### config.mk
export PLATFORM = sky130hd
export DESIGN_NAME = messagepack_token_parser
export DESIGN_NICKNAME = d
export VERILOG_FILES = /design/src/design/mpk_pkg.sv /design/src/design/mpk_parse_core.sv /design/src/design/mpk_out_reg.sv /design/src/design/messagepack_token_parser.sv
export VERILOG_INCLUDE_DIRS = /design/src /design/src/design
export SDC_FILE = /design/constraint.sdc
export NUM_CORES = 1
export LEC_CHECK = 0
export ABC_AREA = 0
export BUFFER_PORTS_ARGS = -buffer_cell sky130_fd_sc_hd__buf_2
export CAP_MARGIN = 30
export CORE_ASPECT_RATIO = 1.75
export CORE_MARGIN = 4
export CORE_UTILIZATION = 55
export DETAILED_ROUTE_END_ITERATION = 6
export GPL_TIMING_DRIVEN = 1
export PLACE_DENSITY_LB_ADDON = 0.3
export REMOVE_ABC_BUFFERS = 1
export SYNTH_ARGS = -nofsm -noshare
export SYNTH_HDL_FRONTEND = slang
export SYNTH_SLANG_ARGS = --single-unit
### constraint.sdc
create_clock -name i_clk -period 13.25 [get_ports i_clk]
set_clock_uncertainty 0.1 [all_clocks]
set_input_delay 0 -clock i_clk [delete_from_list [all_inputs] [get_ports i_clk]]
set_output_delay 0 -clock i_clk [all_outputs]
set_load 0.01 [all_outputs]
### src/design/messagepack_token_parser_macros.svh
// assertion helpers shared by the parser files
`ifndef MESSAGEPACK_TOKEN_PARSER_MACROS_SVH
`define MESSAGEPACK_TOKEN_PARSER_MACROS_SVH

// same-cycle implication, checked out of reset
`define MPK_ASSERT_IMP(name, clk, rst_n, ante, cons, msg) \
    name: assert property (@(posedge clk) disable iff (!(rst_n)) (ante) |-> (cons)) \
        else $error(msg);

// next-cycle implication, checked out of reset
`define MPK_ASSERT_NXT(name, clk, rst_n, ante, cons, msg) \
    name: assert property (@(posedge clk) disable iff (!(rst_n)) (ante) |=> (cons)) \
        else $error(msg);

`endif

### src/design/mpk_pkg.sv
// ----------------------------------------------------------------------------
// mpk_pkg
// Types, tag constants and tag decode functions for the token parser.
// ----------------------------------------------------------------------------
package mpk_pkg;

    typedef enum logic [1:0] {
        PH_TAG  = 2'd0,
        PH_HEAD = 2'd1,
        PH_PAY  = 2'd2,
        PH_SKIP = 2'd3
    } t_phase;

    typedef enum logic [3:0] {
        K_UINT = 4'd0,
        K_SINT = 4'd1,
        K_BOOL = 4'd2,
        K_F64  = 4'd3,
        K_F32  = 4'd4,
        K_STR  = 4'd5,
        K_BIN  = 4'd6,
        K_ARR  = 4'd7,
        K_MAP  = 4'd8,
        K_BYTE = 4'd9
    } t_kind;

    typedef enum logic [1:0] {
        ERR_NONE  = 2'd0,
        ERR_UNSUP = 2'd1,
        ERR_TRUNC = 2'd2
    } t_err;

    typedef struct packed {
        t_kind       kind;
        logic [63:0] value;
        t_err        err;
        logic        done;
    } t_result;

    localparam logic [7:0] TAG_POS_MAX = 8'h7f;
    localparam logic [7:0] TAG_NEG_MIN = 8'he0;
    localparam logic [7:0] TAG_NIL     = 8'hc0;
    localparam logic [7:0] TAG_FALSE   = 8'hc2;
    localparam logic [7:0] TAG_TRUE    = 8'hc3;
    localparam logic [7:0] TAG_BIN8    = 8'hc4;
    localparam logic [7:0] TAG_BIN32   = 8'hc6;
    localparam logic [7:0] TAG_F32     = 8'hca;
    localparam logic [7:0] TAG_F64     = 8'hcb;
    localparam logic [7:0] TAG_UINT8   = 8'hcc;
    localparam logic [7:0] TAG_UINT64  = 8'hcf;
    localparam logic [7:0] TAG_INT8    = 8'hd0;
    localparam logic [7:0] TAG_INT64   = 8'hd3;
    localparam logic [7:0] TAG_STR8    = 8'hd9;
    localparam logic [7:0] TAG_STR32   = 8'hdb;
    localparam logic [7:0] TAG_ARR16   = 8'hdc;
    localparam logic [7:0] TAG_ARR32   = 8'hdd;
    localparam logic [7:0] TAG_MAP16   = 8'hde;
    localparam logic [7:0] TAG_MAP32   = 8'hdf;

    // header bytes following a tag, zero when none or unsupported
    function automatic logic [3:0] header_size(input logic [7:0] t);
        logic [3:0] hs;
        hs = 4'd0;
        if (t >= TAG_UINT8 && t <= TAG_INT64) begin
            hs = 4'd1 << t[1:0];
        end else if (t == TAG_F32) begin
            hs = 4'd4;
        end else if (t == TAG_F64) begin
            hs = 4'd8;
        end else if (t >= TAG_STR8 && t <= TAG_STR32) begin
            hs = 4'd1 << 2'(t - TAG_STR8);
        end else if (t >= TAG_BIN8 && t <= TAG_BIN32) begin
            hs = 4'd1 << 2'(t - TAG_BIN8);
        end else if (t == TAG_ARR16 || t == TAG_MAP16) begin
            hs = 4'd2;
        end else if (t == TAG_ARR32 || t == TAG_MAP32) begin
            hs = 4'd4;
        end
        return hs;
    endfunction

    function automatic t_kind header_kind(input logic [7:0] t);
        t_kind k;
        k = K_MAP;
        if (t >= TAG_UINT8 && t <= TAG_UINT64) begin
            k = K_UINT;
        end else if (t >= TAG_INT8 && t <= TAG_INT64) begin
            k = K_SINT;
        end else if (t == TAG_F32) begin
            k = K_F32;
        end else if (t == TAG_F64) begin
            k = K_F64;
        end else if (t >= TAG_STR8 && t <= TAG_STR32) begin
            k = K_STR;
        end else if (t >= TAG_BIN8 && t <= TAG_BIN32) begin
            k = K_BIN;
        end else if (t == TAG_ARR16 || t == TAG_ARR32) begin
            k = K_ARR;
        end
        return k;
    endfunction

endpackage

### src/design/mpk_parse_core.sv
// ----------------------------------------------------------------------------
// mpk_parse_core
// Parser state and per-byte decode: turns one byte into zero or one token.
// ----------------------------------------------------------------------------
`include "messagepack_token_parser_macros.svh"

module mpk_parse_core (
    input  logic             i_clk,
    input  logic             i_rst_n,
    input  logic             i_valid,
    input  logic [7:0]       i_byte,
    input  logic             i_eom,
    output logic             o_res_valid,
    output mpk_pkg::t_result o_res
);
    import mpk_pkg::*;

    t_phase      r_phase,    n_phase;
    logic [7:0]  r_tag,      n_tag;
    logic [3:0]  r_hdr_left, n_hdr_left;
    logic [63:0] r_acc,      n_acc;
    logic [31:0] r_pay_left, n_pay_left;

    logic [63:0] w_shift;
    logic [63:0] w_val;
    logic [3:0]  w_hs;
    logic [3:0]  w_held_hs;
    t_kind       w_held_kind;

    always_ff @(posedge i_clk) begin
        if (!i_rst_n) begin
            r_phase    <= PH_TAG;
            r_tag      <= '0;
            r_hdr_left <= '0;
            r_acc      <= '0;
            r_pay_left <= '0;
        end else if (i_valid) begin
            r_phase    <= n_phase;
            r_tag      <= n_tag;
            r_hdr_left <= n_hdr_left;
            r_acc      <= n_acc;
            r_pay_left <= n_pay_left;
        end
    end

    assign w_shift     = {r_acc[55:0], i_byte};
    assign w_hs        = header_size(i_byte);
    assign w_held_hs   = header_size(r_tag);
    assign w_held_kind = header_kind(r_tag);

    // sign extension of short signed integers
    always_comb begin
        w_val = w_shift;
        if (w_held_kind == K_SINT) begin
            case (w_held_hs)
                4'd1:    if (w_shift[7])  w_val[63:8]  = '1;
                4'd2:    if (w_shift[15]) w_val[63:16] = '1;
                4'd4:    if (w_shift[31]) w_val[63:32] = '1;
                default: w_val = w_shift;
            endcase
        end
    end

    always_comb begin
        n_phase     = r_phase;
        n_tag       = r_tag;
        n_hdr_left  = r_hdr_left;
        n_acc       = r_acc;
        n_pay_left  = r_pay_left;
        o_res_valid = 1'b0;
        o_res.kind  = K_UINT;
        o_res.value = '0;
        o_res.err   = ERR_NONE;
        o_res.done  = i_eom;
        case (r_phase)
            PH_TAG: begin
                o_res_valid = 1'b1;
                if (i_byte <= TAG_POS_MAX) begin
                    o_res.value = {56'd0, i_byte};
                end else if (i_byte >= TAG_NEG_MIN) begin
                    o_res.kind  = K_SINT;
                    o_res.value = {{56{1'b1}}, i_byte};
                end else if (i_byte[7:4] == 4'h8) begin
                    o_res.kind  = K_MAP;
                    o_res.value = {60'd0, i_byte[3:0]};
                end else if (i_byte[7:4] == 4'h9) begin
                    o_res.kind  = K_ARR;
                    o_res.value = {60'd0, i_byte[3:0]};
                end else if (i_byte[7:5] == 3'b101) begin
                    // fixstr
                    if (i_byte[4:0] != 5'd0 && i_eom) begin
                        o_res.err = ERR_TRUNC;
                    end else begin
                        o_res.kind  = K_STR;
                        o_res.value = {59'd0, i_byte[4:0]};
                        if (i_byte[4:0] != 5'd0) begin
                            n_pay_left = {27'd0, i_byte[4:0]};
                            n_phase    = PH_PAY;
                        end
                    end
                end else if (i_byte == TAG_NIL || i_byte == TAG_FALSE) begin
                    o_res.kind = K_BOOL;
                end else if (i_byte == TAG_TRUE) begin
                    o_res.kind  = K_BOOL;
                    o_res.value = 64'd1;
                end else if (w_hs == 4'd0) begin
                    o_res.err   = ERR_UNSUP;
                    o_res.value = {56'd0, i_byte};
                    n_phase     = i_eom ? PH_TAG : PH_SKIP;
                end else if (i_eom) begin
                    o_res.err = ERR_TRUNC;
                end else begin
                    o_res_valid = 1'b0;
                    n_tag       = i_byte;
                    n_hdr_left  = w_hs;
                    n_acc       = '0;
                    n_phase     = PH_HEAD;
                end
            end
            PH_HEAD: begin
                n_acc = w_shift;
                if (r_hdr_left > 4'd1) begin
                    n_hdr_left = r_hdr_left - 4'd1;
                    if (i_eom) begin
                        n_phase     = PH_TAG;
                        n_hdr_left  = '0;
                        o_res_valid = 1'b1;
                        o_res.err   = ERR_TRUNC;
                    end
                end else begin
                    n_hdr_left  = '0;
                    n_phase     = PH_TAG;
                    o_res_valid = 1'b1;
                    if ((w_held_kind == K_STR || w_held_kind == K_BIN) && w_val != '0 && i_eom)
                    begin
                        o_res.err = ERR_TRUNC;
                    end else begin
                        o_res.kind  = w_held_kind;
                        o_res.value = w_val;
                        if ((w_held_kind == K_STR || w_held_kind == K_BIN) && w_val != '0)
                        begin
                            n_pay_left = w_val[31:0];
                            n_phase    = PH_PAY;
                        end
                    end
                end
            end
            PH_PAY: begin
                o_res_valid = 1'b1;
                if (r_pay_left > 32'd1) begin
                    n_pay_left = r_pay_left - 32'd1;
                    if (i_eom) begin
                        n_phase    = PH_TAG;
                        n_pay_left = '0;
                        o_res.err  = ERR_TRUNC;
                    end else begin
                        o_res.kind  = K_BYTE;
                        o_res.value = {56'd0, i_byte};
                    end
                end else begin
                    n_pay_left  = '0;
                    n_phase     = PH_TAG;
                    o_res.kind  = K_BYTE;
                    o_res.value = {56'd0, i_byte};
                end
            end
            PH_SKIP: begin
                // drop bytes until the message ends
                if (i_eom) n_phase = PH_TAG;
            end
            default: begin
                n_phase = PH_TAG;
            end
        endcase
    end

    `MPK_ASSERT_IMP(a_head_count, i_clk, i_rst_n, r_phase == PH_HEAD, r_hdr_left != 4'd0 && r_hdr_left <= 4'd8, "header count out of range in header phase")
    `MPK_ASSERT_IMP(a_head_idle, i_clk, i_rst_n, r_phase != PH_HEAD, r_hdr_left == 4'd0, "stale header count")
    `MPK_ASSERT_IMP(a_pay_count, i_clk, i_rst_n, r_phase == PH_PAY, r_pay_left != 32'd0, "payload phase with no bytes due")
    `MPK_ASSERT_NXT(a_eom_resets, i_clk, i_rst_n, i_valid && i_eom, r_phase == PH_TAG, "parser not back at tag after end of message")

endmodule

### src/design/mpk_out_reg.sv
// ----------------------------------------------------------------------------
// mpk_out_reg
// Result register holding one token until the downstream side takes it.
// ----------------------------------------------------------------------------
`include "messagepack_token_parser_macros.svh"

module mpk_out_reg (
    input  logic             i_clk,
    input  logic             i_rst_n,
    input  logic             i_load,
    input  mpk_pkg::t_result i_res,
    input  logic             i_ready,
    output logic             o_valid,
    output mpk_pkg::t_result o_res
);
    import mpk_pkg::*;

    logic    r_valid;
    t_result r_res;

    always_ff @(posedge i_clk) begin
        if (!i_rst_n) begin
            r_valid <= 1'b0;
        end else if (i_load) begin
            r_valid <= 1'b1;
        end else if (i_ready) begin
            r_valid <= 1'b0;
        end
    end

    always_ff @(posedge i_clk) begin
        if (i_load) begin
            r_res <= i_res;
        end
    end

    assign o_valid = r_valid;
    assign o_res   = r_res;

    `MPK_ASSERT_IMP(a_no_overwrite, i_clk, i_rst_n, i_load, !r_valid || i_ready, "result overwritten before it was taken")
    `MPK_ASSERT_IMP(a_trunc_done, i_clk, i_rst_n, r_valid && r_res.err == ERR_TRUNC, r_res.done, "truncation reported before end of message")

endmodule

### src/design/messagepack_token_parser.sv
// ----------------------------------------------------------------------------
// messagepack_token_parser
// Splits a MessagePack byte stream into tokens: one per scalar or header, one per payload byte.
// ----------------------------------------------------------------------------
//  channel   dir  tdata            tuser                  tlast
//  s_axis    in   [7:0] in_byte    -                      end_of_message
//  m_axis    out  [63:0] value     [3:0] kind [5:4] error message_done
//
//  one byte per cycle sustained while the output is not stalled; a token's byte
//  passes through the input register, then the result register
//  synchronous active-low reset returns the parser to expecting a tag
//  a stalled output holds the result register while the input register
//  still takes one more byte
// ----------------------------------------------------------------------------
module messagepack_token_parser (
    input  logic        i_clk,
    input  logic        i_rst_n,
    input  logic        i_s_axis_tvalid,
    output logic        o_s_axis_tready,
    input  logic [7:0]  i_s_axis_tdata,   // [7:0] in_byte
    input  logic        i_s_axis_tlast,
    output logic        o_m_axis_tvalid,
    input  logic        i_m_axis_tready,
    output logic [63:0] o_m_axis_tdata,   // [63:0] token_value
    output logic [5:0]  o_m_axis_tuser,   // [3:0] token_kind, [5:4] error_code
    output logic        o_m_axis_tlast
);
    import mpk_pkg::*;

    logic       r_in_valid;
    logic [7:0] r_in_byte;
    logic       r_in_eom;

    logic       w_accept;
    logic       w_advance;
    logic       w_out_valid;
    logic       w_res_valid;
    t_result    w_res;
    t_result    w_out_res;

    // a byte moves on when the result register is free or being drained
    assign w_advance       = r_in_valid && (!w_out_valid || i_m_axis_tready);
    assign o_s_axis_tready = !r_in_valid || w_advance;
    assign w_accept        = i_s_axis_tvalid && o_s_axis_tready;

    always_ff @(posedge i_clk) begin
        if (!i_rst_n) begin
            r_in_valid <= 1'b0;
        end else if (w_accept) begin
            r_in_valid <= 1'b1;
        end else if (w_advance) begin
            r_in_valid <= 1'b0;
        end
    end

    always_ff @(posedge i_clk) begin
        if (w_accept) begin
            r_in_byte <= i_s_axis_tdata;
            r_in_eom  <= i_s_axis_tlast;
        end
    end

    mpk_parse_core u_core (
        .i_clk       (i_clk),
        .i_rst_n     (i_rst_n),
        .i_valid     (w_advance),
        .i_byte      (r_in_byte),
        .i_eom       (r_in_eom),
        .o_res_valid (w_res_valid),
        .o_res       (w_res)
    );

    mpk_out_reg u_out (
        .i_clk   (i_clk),
        .i_rst_n (i_rst_n),
        .i_load  (w_advance && w_res_valid),
        .i_res   (w_res),
        .i_ready (i_m_axis_tready),
        .o_valid (w_out_valid),
        .o_res   (w_out_res)
    );

    assign o_m_axis_tvalid = w_out_valid;
    assign o_m_axis_tdata  = w_out_res.value;
    assign o_m_axis_tuser  = {w_out_res.err, w_out_res.kind};
    assign o_m_axis_tlast  = w_out_res.done;

endmodule
==> results of run 1 <==
[metrics by stage]
| stage | instance area (um2) | setup WS, ps | hold WS, ps | total power (uW) |
|---|---|---|---|---|
| final | 10600 | 9560 | 59.9 | 1210 |
| after global routing | 10600 | 9250 | 89.2 | 1250 |
| after CTS | 10600 | 9610 | 57.3 | 1220 |
| after detailed placement | 9900 | 9610 | 78.1 | 715 |
| after global placement | 9790 | 8980 | 77.0 | 714 |
| after floorplan | 8980 | 4840 | -1.13 | 680 |
[kinds of logic after synthesis]
logic type	after synthesis	synth area share [%]
simple gates	414	21.8
flops	184	48.0
buf+inv	109	4.69
mux	6	0.643
compound gates	287	21.2
fa+ha+maj	9	1.21
xor+xnor	27	2.53
[metal layers]
metal  track usage [%]  vias up
met1              29.5     3838
met3              3.94       85
met2              46.1      331
li1                  -     3855
met4              15.2        0
met5                 0        -
[path summary, 6_finish.rpt]
check	start	end	slack, ps	depth (start not counted)
setup / recovery	u_core.r_phase[1]	u_out.o_res[61]	9560	8
hold / removal	i_rst_n	u_core.r_pay_left[3]	60	3
setup reg to reg	u_core.r_phase[1]	u_out.o_res[61]	9560	8
hold reg to reg	u_core.r_tag[5]	u_core.r_tag[5]	340	2
[worst max-delay path, cell delays in order (launching register included)]
cell and delay, ps:
dfxtp_1 350, inv_1 100, ha_2 170, buf_4 610
inv_1 630, a21oi_1 270, a211oi_1 100, nor3_2 500
buf_4 470
[power breakdown]
group	switching [uW]	internal [uW]
logic	54.9	31.7
registers	10.6	609
clock network	229	276
total	294	917
[final cells by class]
type                    instances  area, um2  area share, %
flip-flops and latches        184       4480           42.3
multi-input cells             743       4450           42.0
repair buffers                111        722           6.81
clock buffers                  20        458           4.32
well taps                     224        280           2.64
clock inverters                12        130           1.23
inverters                      21       78.8          0.743
[Yosys cell counts (11+ instances only)]
cell,count
dfxtp_1,104
a2bb2oi_1,16
nand3_1,109
nand2_1,115
o31ai_1,25
a21boi_0,62
nor4_1,20
clkbuf_1,70
nor3_1,16
inv_1,20
a21oi_1,34
o21ai_1,46
buf_2,11
o21ai_0,31
xor2_1,18
nor2_1,83
edfxtp_1,80
[flip-flops by register name, indices dropped and copies added (netlist names)]
register and cells:
u_core.r_pay_left 32, u_out.o_valid 1, r_in_valid 1, r_in_eom 1
u_core.r_phase 2, u_out.o_res 71, u_core.r_acc 56, u_core.r_tag 8
u_core.r_hdr_left 4, r_in_byte 8
==> results.md, run 1 <==
- Post-synth top area share: 25.7%
- Area growth syn-to-layout: 13.5%
- Core Util, Final: 64.2%
- Worst Setup Start Kind: register
- Slew Limit Fails: 0
- Via count of the first global-routing pass: approximately 7,800
- Max capacitance violation total: 0
- Pwr Density: approximately 110 nW/um2
- Reg clk slew, reported paths: about 70 ps
- Worst vdd ir: 80.0 uV
- Post-synth EDFFs: 80
- Largest net degree at the start of global routing: a little under 80
- Placed Cells: between 1,000 and 1,500
- Avg Cell Area, Syn: 9.02 um2
- Die width: around 110 um
- Die height: 180 um
- Crit Path Max Fanout: 77
- Skew-Pair Late Insertion Delay: 440 ps
- Ys async rst share: 0%
- CTS tree: done
- RSZ-0062 raised after global routing: no
- Fillers: around 1,400
- Row cnt: 62
- Sum Neg Setup Slack: 0 ps
- Initial Utilization: a little under three fifths
- CTS Hold Bufs: 12
- Slew margin rel.: 32.9%
- Most frequent cells in the layout: 115 x nand2_1, 109 x nand3_1, 104 x dfxtp_1
- #FFs+latches synth: between 150 and 200
- Sequential element share of the synthesized area: a little under half
- Setup Viol. Count Final: 0
- Final period util: 27.9%
- Final HPWL DP: 16.9 mm
- Critical Path RT: 13,240 ps
- GRT Total Usage: 26.1%
- Placer Congestion: 0.930
- Clock Tree Root: clkbuf_16
- First-pass GRT wire length: 40.1 mm
- Yosys top cell by area: edfxtp_1
- Drt drc: 0
- Critical path endpoint category: register
- DR vias: 8,109
- Max Fclk: roughly 270 MHz
- PortBufs: 85
- TritonCTS Buffers: 17
- Die area: 19,200 um2
- I/O pin total: 86
- Ant diodes: 0
- Met3 Wirelength: 1.21 mm
- Post-Syn Area: 9340 um2
- Area contributors post-synth: edfxtp_1 26%, dfxtp_1 22%, nand3_1 5.8%, a21boi_0 5.0%, nand2_1 4.6%
- Hold crit path type: in -> reg
- Unique masters post-synth: between 70 and 80
- Tmin final: 3690 ps
- Post-CTS sizing: 0
- Initial antenna violation count: 0
- CTS H-tree lvls: 4
- Run status: finished clean
- Routed WL: 25.1 mm
- Fin cells: 1,315
- Worst-Margin Slew: 994 ps
- Core Region: 16,500 um2
- Wl on met1: 9.44 mm
- Detailed Routing Iterations Pass 1: 5
- Final hold vios: 0
- WP data arrival: 3690 ps
- Most common cell after layout, fill and taps aside: nand2_1
- Post-Synthesis Cells: roughly 1,000
- Leakage: 0.00368 uW
- Ys Warns: 0
- Clock Sinks: between 150 and 200
- ANT nets after route: 0
- Setup Fix Bufs, Post-CTS: 0
- Total grt overflow: 0
- Main flop type after synthesis: dfxtp_1
- Vias/cell: between 6 and 7
- Wire per inst: 19.1 um
- Share of layout cells above drive strength 1: 14.0%
- # nets final: roughly 1,100
- Initial drt markers: 528
- CTS max path bufs: 2
- Top layer in use: met4
- Crit path kind: reg -> reg
- Met2 Wirelength: about 13 mm
Power figures use the tool's default switching activity.
==> run 2: changes to the inputs <==
--- a/config.mk
+++ b/config.mk
@@ -11,7 +11,7 @@
 export CAP_MARGIN = 30
 export CORE_ASPECT_RATIO = 1.75
 export CORE_MARGIN = 4
-export CORE_UTILIZATION = 55
+export CORE_UTILIZATION = 54
 export DETAILED_ROUTE_END_ITERATION = 6
 export GPL_TIMING_DRIVEN = 1
 export PLACE_DENSITY_LB_ADDON = 0.3
==> constraint.sdc (replaced) <==
create_clock -name i_clk -period 3.2 [get_ports i_clk]
set_clock_uncertainty 0.1 [all_clocks]
set_input_delay 0 -clock i_clk [delete_from_list [all_inputs] [get_ports i_clk]]
set_output_delay 0 -clock i_clk [all_outputs]
set_load 0.01 [all_outputs]
==> results.md, run 2 (synthesis results as in run 1) <==
- Run status: finished clean (unchanged)
- Max Fclk: 331 MHz (was 271 MHz)
- GRT Total Usage: 26.5% (was 26.1%)
- Worst R2R Setup Slack: 180 ps (was 9560 ps)
- Final hold vios: 0 (unchanged)
- Most frequent cells in the layout: 115 x nand2_1, 108 x nand3_1, 103 x dfxtp_1 (was 115 x nand2_1, 109 x nand3_1, 104 x dfxtp_1)
- Skew-Pair Late Insertion Delay: 450 ps (was 440 ps)
- Tmin final: 3020 ps (was 3690 ps)
- Worst vdd ir: 364 uV (was 80.0 uV)
- Reg clk slew, reported paths: 80 ps (was 70 ps)
- Fillers: 1,424 (was 1,419)
- First-pass GRT wire length: 40.9 mm (was 40.1 mm)
- Placer Congestion: 1.02 (was 0.930)
- Slew margin rel.: 47.3% (was 32.9%)
- Initial antenna violation count: 0 (unchanged)
- Drt drc: 0 (unchanged)
- Met2 GRT Util: 45.9% (was 46.1%)
- I/O pin total: 86 (unchanged)
- Clk pwr share: 41.3% (was 41.7%)
- DR vias: 8,327 (was 8,109)
- Pwr Density: 459 nW/um2 (was 114 nW/um2)
- Met3 Use GR: 4.77% (was 3.94%)
- Crit Path Max Fanout: 8 (was 77)
- CTS tree: done (unchanged)
- Leakage: 0.00389 uW (was 0.00368 uW)
- Crit path kind: reg -> reg (unchanged)
- Share of layout cells above drive strength 1: 17.9% (was 14.0%)
- Area growth syn-to-layout: 17.5% (was 13.5%)
- Combinational share of power: 8.1% (was 7.1%)
- Sw Share: 25.5% (was 24.3%)
- Final period util: 94.5% (was 27.9%)
- Tot Pwr: 5040 uW (was 1210 uW)
- Crit path max-delay cell type: nor4_2 (was inv_1)
- Largest net degree at the start of global routing: 113 (was 78)
- CP cell instances: nor4_1 -> nand4_1 -> nor4_2 -> nand3_1 -> o311ai_2 -> buf_4 -> a311oi_2 -> nor3b_2 (was inv_1 -> ha_2 -> buf_4 -> inv_1 -> a21oi_1 -> a211oi_1 -> nor3_2 -> buf_4)
- Row cnt: 63 (was 62)
- WP data arrival: 3160 ps (was 3690 ps)
- Worst-Margin Slew: 791 ps (was 994 ps)
- Ant diodes: 0 (unchanged)
- CP peak stage delay: 420 ps (was 630 ps)
- RSZ-0062 raised after global routing: no (unchanged)
- Critical Path RT: 3340 ps (was 13,240 ps)
- Vias/cell: 6.13 (was 6.17)
- Setup Fix Bufs, Post-CTS: 0 (unchanged)
- Setup Viol. Count Final: 0 (unchanged)
- Critical path endpoint category: register (unchanged)
- Worst Setup Start Kind: register (unchanged)
- Clock Tree Root: clkbuf_16 (unchanged)
- Max capacitance violation total: 0 (unchanged)
- Largest register FFs: 71 (unchanged)
- Die width: 107 um (about the same)
- Die area: 19,600 um2 (was 19,200 um2)
- Initial Utilization: 55.1% (was 56.6%)
- Clock Sinks: 184 (unchanged)
- NetSw: 1280 uW (was 294 uW)
- Internal: 3750 uW (was 917 uW)
- PortBufs: 85 (unchanged)
- M1 GR Usage: 29.3% (was 29.5%)
- Post-route cell area: 11,000 um2 (was 10,600 um2)
- CTS max path bufs: 2 (unchanged)
- ANT nets after route: 0 (unchanged)
- Routed WL: 25.5 mm (was 25.1 mm)
- Wire per inst: 18.8 um (was 19.1 um)
- Slew Limit Fails: 0 (unchanged)
- Flop pwr share: 50.6% (was 51.2%)
- Initial drt markers: 549 (was 528)
- Hold crit path type: in -> reg (unchanged)
- Via count of the first global-routing pass: 8,043 (was 7,760)
- Final HPWL DP: 17.4 mm (was 16.9 mm)
- Gr busiest metal: met2 (unchanged)
- Core Region: 16,900 um2 (was 16,500 um2)
- Most common cell after layout, fill and taps aside: nand2_1 (unchanged)
- Die height: 182 um (was 180 um)
- Cell Area, Placed: 10,200 um2 (was 9900 um2)
- Detailed Routing Iterations Pass 1: 6 (was 5)
- TritonCTS Buffers: 17 (unchanged)
- CTS H-tree lvls: 4 (unchanged)
- Total grt overflow: 0 (unchanged)
- # nets final: 1,140 (was 1,100)
==> run 2: changes by cell type in the layout (fill, tap and decap cells not counted), sizes merged <==
cell and delta:
clkinvlp +2, buf +39, clkinv -3, bufinv -1, inv +3, dlygate4sd3 +1, clkbuf -1
==> run 2: critical path, delay by kind of cell, from the launching register on <==
family	cells	cell delay, ps
AOI/OAI and AO/OA	2	600
buffers and inverters	1	240
DFF	1	390
and+or+nand+nor	5	1480
==> run 2: power by group through the flow <==
stage | Combinational (uW) | Sequential (uW) | Clock, uW
finish | 409 | 2550 | 2080
global route | 442 | 2550 | 2190
CTS | 400 | 2550 | 2100
detailed placement | 385 | 2600 | 0
global placement | 377 | 2600 | 0
floorplan | 172 | 2640 | 0
==> run 2: path summary, 6_finish.rpt <==
kind | startpoint | to | cells past startpoint
hold reg to reg | u_core.r_tag[5] | u_core.r_tag[5] | 2
setup reg to reg | r_in_byte[5] | u_out.o_res[4] | 8
setup / recovery | r_in_byte[5] | u_out.o_res[4] | 8
hold / removal | i_s_axis_tdata[0] | r_in_byte[0] | 2
==> run 2: metal layers <==
| metal | vias to the layer above | share of wire, % |
|---|---|---|
| li1 | 3934 | - |
| met3 | 107 | 6.1 |
| met4 | 0 | 7.0 |
| met5 | - | 0 |
| met2 | 379 | 51 |
| met1 | 3907 | 36 |
==> run 2: area by class of cell <==
class                           instances  area, um2  share of cell area (%)
Multi-Input combinational cell        743       4490                    40.9
Sequential cell                       184       4490                    40.9
Timing Repair Buffer                  151       1060                    9.65
Clock buffer                           19        453                    4.12
Tap cell                              227        284                    2.59
Clock inverter                         13        125                    1.14
Inverter                               21       78.8                   0.718
==> run 2: through the flow <==
stage                     TNS, ps  instances  hold slack (ps)  setup slack [ps]  utilization (%)
after floorplan           -551790        948            -1.13             -5210                -
after global placement      -9.40       1310             77.1             -9.40             60.0
after detailed placement     -167       1312             78.1             -93.6             60.2
after CTS                       0       1357              145              49.7             64.4
after global routing            0       1358              161              15.3             64.8
final                           0       1358              163               177             64.8
==> run 2: what timing repair did <==
item | 4_1_cts | 5_1_grt
resized for setup | 2 | 6
endpoints found under the hold margin | 13 | 0
pin swaps | 0 | 1
hold buffers | 13 | 0
endpoints found under the setup margin | 3 | 11
